==> src/rtl/ipd_pkg.sv <==
// Shared types, codes and constants of the illuminance PID dimmer.
package ipd_pkg;

  localparam int GAIN_FRAC_BITS = 16;
  localparam int GAIN_W         = 20;
  localparam int LUX_W          = 17;
  localparam int TIME_W         = 32;
  localparam int SET_W          = 32;
  localparam int LEVEL_W        = 8;
  localparam int ERR_W          = LUX_W + 1;
  localparam int DERIV_W        = ERR_W + 1;
  localparam int SUM_W          = 32;
  localparam int CFG_INDEX_W    = 2;

  localparam logic [1:0] OP_READ   = 2'd0;
  localparam logic [1:0] OP_SET    = 2'd1;
  localparam logic [1:0] OP_SAMPLE = 2'd2;

  localparam logic [CFG_INDEX_W-1:0] REG_GAIN_P = 2'd0;
  localparam logic [CFG_INDEX_W-1:0] REG_GAIN_I = 2'd1;
  localparam logic [CFG_INDEX_W-1:0] REG_GAIN_D = 2'd2;

  localparam logic [GAIN_W-1:0] GAIN_P_RESET = 20'd6554;
  localparam logic [GAIN_W-1:0] GAIN_I_RESET = 20'd655;
  localparam logic [GAIN_W-1:0] GAIN_D_RESET = 20'd655;

  localparam logic signed [LEVEL_W-1:0] LEVEL_MAX = 8'sd100;
  localparam logic signed [LEVEL_W-1:0] LEVEL_MIN = -8'sd1;

  typedef struct packed {
    logic [1:0]              operation;
    logic signed [SET_W-1:0] set_level;
    logic [LUX_W-1:0]        target_lux;
    logic [LUX_W-1:0]        measured_lux;
    logic [TIME_W-1:0]       sample_time_s;
    logic [TIME_W-1:0]       now_s;
  } item_t;

  typedef struct packed {
    logic signed [LEVEL_W-1:0] level;
    logic                      loop_active;
    logic signed [SUM_W-1:0]   error_sum;
    logic signed [ERR_W-1:0]   previous_error;
    logic [TIME_W-1:0]         last_control_time;
  } state_t;

  typedef struct packed {
    logic [GAIN_W-1:0] p;
    logic [GAIN_W-1:0] i;
    logic [GAIN_W-1:0] d;
  } gains_t;

  typedef struct packed {
    logic signed [LEVEL_W-1:0] light_level;
    logic                      led_on;
    logic                      sample_applied;
  } result_t;

endpackage

==> src/rtl/ipd_cfg.sv <==
// Gain register file written through the configuration channel.
module ipd_cfg (
  input  logic                                clk,
  input  logic                                rst,
  input  logic                                cfg_valid,
  input  logic [ipd_pkg::CFG_INDEX_W-1:0]     cfg_index,
  input  logic [ipd_pkg::GAIN_W-1:0]          cfg_data,
  output logic                                cfg_ready,
  output ipd_pkg::gains_t                     gains
);

  assign cfg_ready = 1'b1;

  always_ff @(posedge clk) begin
    if (rst) begin
      gains.p <= ipd_pkg::GAIN_P_RESET;
      gains.i <= ipd_pkg::GAIN_I_RESET;
      gains.d <= ipd_pkg::GAIN_D_RESET;
    end else if (cfg_valid && cfg_ready) begin
      unique case (cfg_index)
        ipd_pkg::REG_GAIN_P: gains.p <= cfg_data;
        ipd_pkg::REG_GAIN_I: gains.i <= cfg_data;
        ipd_pkg::REG_GAIN_D: gains.d <= cfg_data;
        default: ;
      endcase
    end
  end

endmodule

==> config.mk <==
export PLATFORM = sky130hd
export DESIGN_NAME = ipd_cfg
export DESIGN_NICKNAME = d
export VERILOG_FILES = /design/src/rtl/ipd_pkg.sv /design/src/rtl/ipd_cfg.sv
export SDC_FILE = /design/constraint.sdc
export NUM_CORES = 1
export LEC_CHECK = 0
export ABC_AREA = 1
export BUFFER_PORTS_ARGS = -buffer_cell sky130_fd_sc_hd__buf_4
export CAP_MARGIN = 20
export CORE_AREA = 2 2 73 75
export CTS_BUF_LIST = sky130_fd_sc_hd__clkbuf_8
export DETAILED_ROUTE_END_ITERATION = 16
export DIE_AREA = 0 0 75 77
export PLACE_DENSITY = 0.82
export SLEW_MARGIN = 20
export SYNTH_ARGS = -nofsm -noshare
export SYNTH_HDL_FRONTEND = slang
export SYNTH_SLANG_ARGS = --single-unit
==> constraint.sdc <==
create_clock -name clk -period 2.7 [get_ports clk]
set_input_delay 0.54 -clock clk [delete_from_list [all_inputs] [get_ports clk]]
set_output_delay 0.54 -clock clk [all_outputs]
set_load 0.01 [all_outputs]
==> out/metrics.yaml <==
status: "finished clean"
yosysMostFrequentCell: "nand2_1"
rr_worst_depth: 4
rsz0062_at_grt: "false"
syn_area_per_cell_um2: 6.853
hold_buffers: 0
worst_setup_path_end_kind: "register"
cp_num_buf_inv: 1
hold_viol_final: 0
largest_register_ffs: 60
synth_mux_area_share_pct: 0
port_buffers: 84
fin_setup_tns_ns: 0
gp_congestion: 0.7755
io-pin-count: 86
grt_use_total_pct: 22.21
critPathLaunchType: "input port"
grt_overflow: 0
cp_num_cells: 5
cp_max_fo: 43
fillers: 474
num_antenna_cells: 0
path_cells: "buf_4, nand3_2, nand2_1, nand2_1, nor2_1"
ys_seq_elements: 60
post_drt_wl_per_cell_um: 12.05
power.total_mw: 2.116
synth_flop_cell: "dfxtp_1"
slew-limit-headroom_pct: 55.30
dieArea_um2: 5775
hold_path_depth: 3
crit_type: "in2reg"
drv_cap: 0
drv_slew: 0
cp_top_family: "simple AND/OR/NAND/NOR gates"
worst_path_most_repeated_cell: "nand2_1"
post_cts_resized: 0
holdCritPathClass: "in2reg"
drtIter0Drc: 116
rows: 26
clock-sinks: 60
syn_nets: 379
critPathRequiredTime_ns: 2.98
post-cts-setup-buffers: 0
synth_xor_xnor_area_share_pct: 0
fmax_mhz: 607.4
clockRootBuffer: "clkbuf_8"
setup_viol: 0
skew_ns: 0
cpMaxStageDelayCell: "nand3_2"
vias: 2409
cts_tree: "done"
dp.cells: 489
ant_nets: 0
regMostFlops: "gains"
core-area_um2: 4977
synth_top_family_by_area: "simple AND/OR/NAND/NOR gates"
finalInstanceArea_um2: 3274
synth_largest_area_cell: "dfxtp_1"
dieWidth_um: 75
period_minus_slack_ns: 1.646
rrSetupSlack_ns: 2.00
synth_compound_gate_area_share_pct: 2.682
antenna_found_initial: 0
dpl.hpwl_um: 4069
wl_um: 6085
p_leak_nw: 1.777
clk_latency_ns: 0.33
ys_top_cells_by_area: "dfxtp_1 (50%), nand2_1 (15%), nor2_1 (11%)"
grt_pass1_vias: 2146
cp_data_arrival_time_ns: 1.92
synthArstFlopShare_pct: 0
netlist_instances: 354
cts_buffers: 9
seq_area_frac_synth_pct: 49.51
cts_max_level: 3
synth_area_um2: 2426
synth_top_area_share_pct: 49.51
drc: 0
holdWs_ns: 0.4249
path_clk_slew_ns: 0.07
ir_drop_mv: 0.3024
stdcell_count: 505
placed_area_um2: 3058
cts_max_path_buffers: 2
start_util_pct: 48.74
viasPerCell: 4.770
multiInputGateArea_um2: 950.9
cpPeakStageDelay_ns: 0.60
tightest_slew_ns: 0.6697
drtPass1Iterations: 5
synth_edf_count: 0
drive_above_1_share_pct: 24.14
grt_first_pass_wirelength_um: 9784
areaGrowthSynthToFinish_pct: 34.97
die_h_um: 77
netlist_top_cells_count: "nand2_1 (96), nor2_1 (70), dfxtp_1 (60)"
nets: 455
power.density_nw_per_um2: 646.2
largestRegisters: "gains x60"
seqCellArea_um2: 1201
timing.final.crit_share_pct: 60.98
ys_types: 15
synth_fa_ha_area_share_pct: 0
synthSimpleGateAreaFrac_pct: 36.36
yosys_warnings: 0
grt_max_degree: 61
==> cells by family after synthesis <==
family,Yosys count
and+or+nand+nor,214
buffers and inverters,66
DFF,60
AOI/OAI and AO/OA,13
other,1
==> power breakdown <==
group	leakage, nW	total, mW	internal [mW]	switching [mW]
Sequential	0.492	0.958	0.932	0.0263
Clock	0.117	0.885	0.536	0.349
Combinational	1.17	0.273	0.122	0.151
==> per-layer routing <==
layer	GRT usage (%)	part of all wire (%)
met2	35.61	50
met3	5.782	6.3
met4	11.43	1.6
met5	0	0
met1	26.74	42
==> through the flow <==
stage | worst slack, ns | util, %
5_1_grt | 0.8725 | 65.79
6_report | 1.054 | 65.79
4_1_cts | 1.080 | 65.79
2_1_floorplan | 1.339 | -
3_5_place_dp | 0.7247 | 61.44
3_3_place_gp | 0.7507 | 61.44
==> cell usage in the layout, fill, tap and decap left out, drive strengths merged <==
cell type and instances:
dfxtp 60, clkbuf 10, nand3 41, bufinv 2, conb 1, clkinv 4
buf 87, nand2 96, a21oi 13, nor2 71, nand4 6, inv 44
==> worst min-delay path: stages <==
cell and delay, ns:
buf_4 0.10, nand2_1 0.05, nand3_1 0.05
==> area by class of cell <==
class                   instances  share of cell area, %
inverters                      44                  5.044
clock buffers                  10                  4.203
multi-input cells             228                  29.04
well taps                      70                  2.675
flip-flops and latches         60                  36.68
clock inverters                 6                  2.407
repair buffers                 87                  19.95
==> worst paths after layout <==
kind / startpoint / end
worst min register to register: gains[47] / gains[47]
worst min-delay path: cfg_data[1] / gains[21]
worst max register to register: gains[13] / gains[13]
worst max-delay path: cfg_valid / gains[15]
Note: power is estimated with default switching activity, not from simulation.
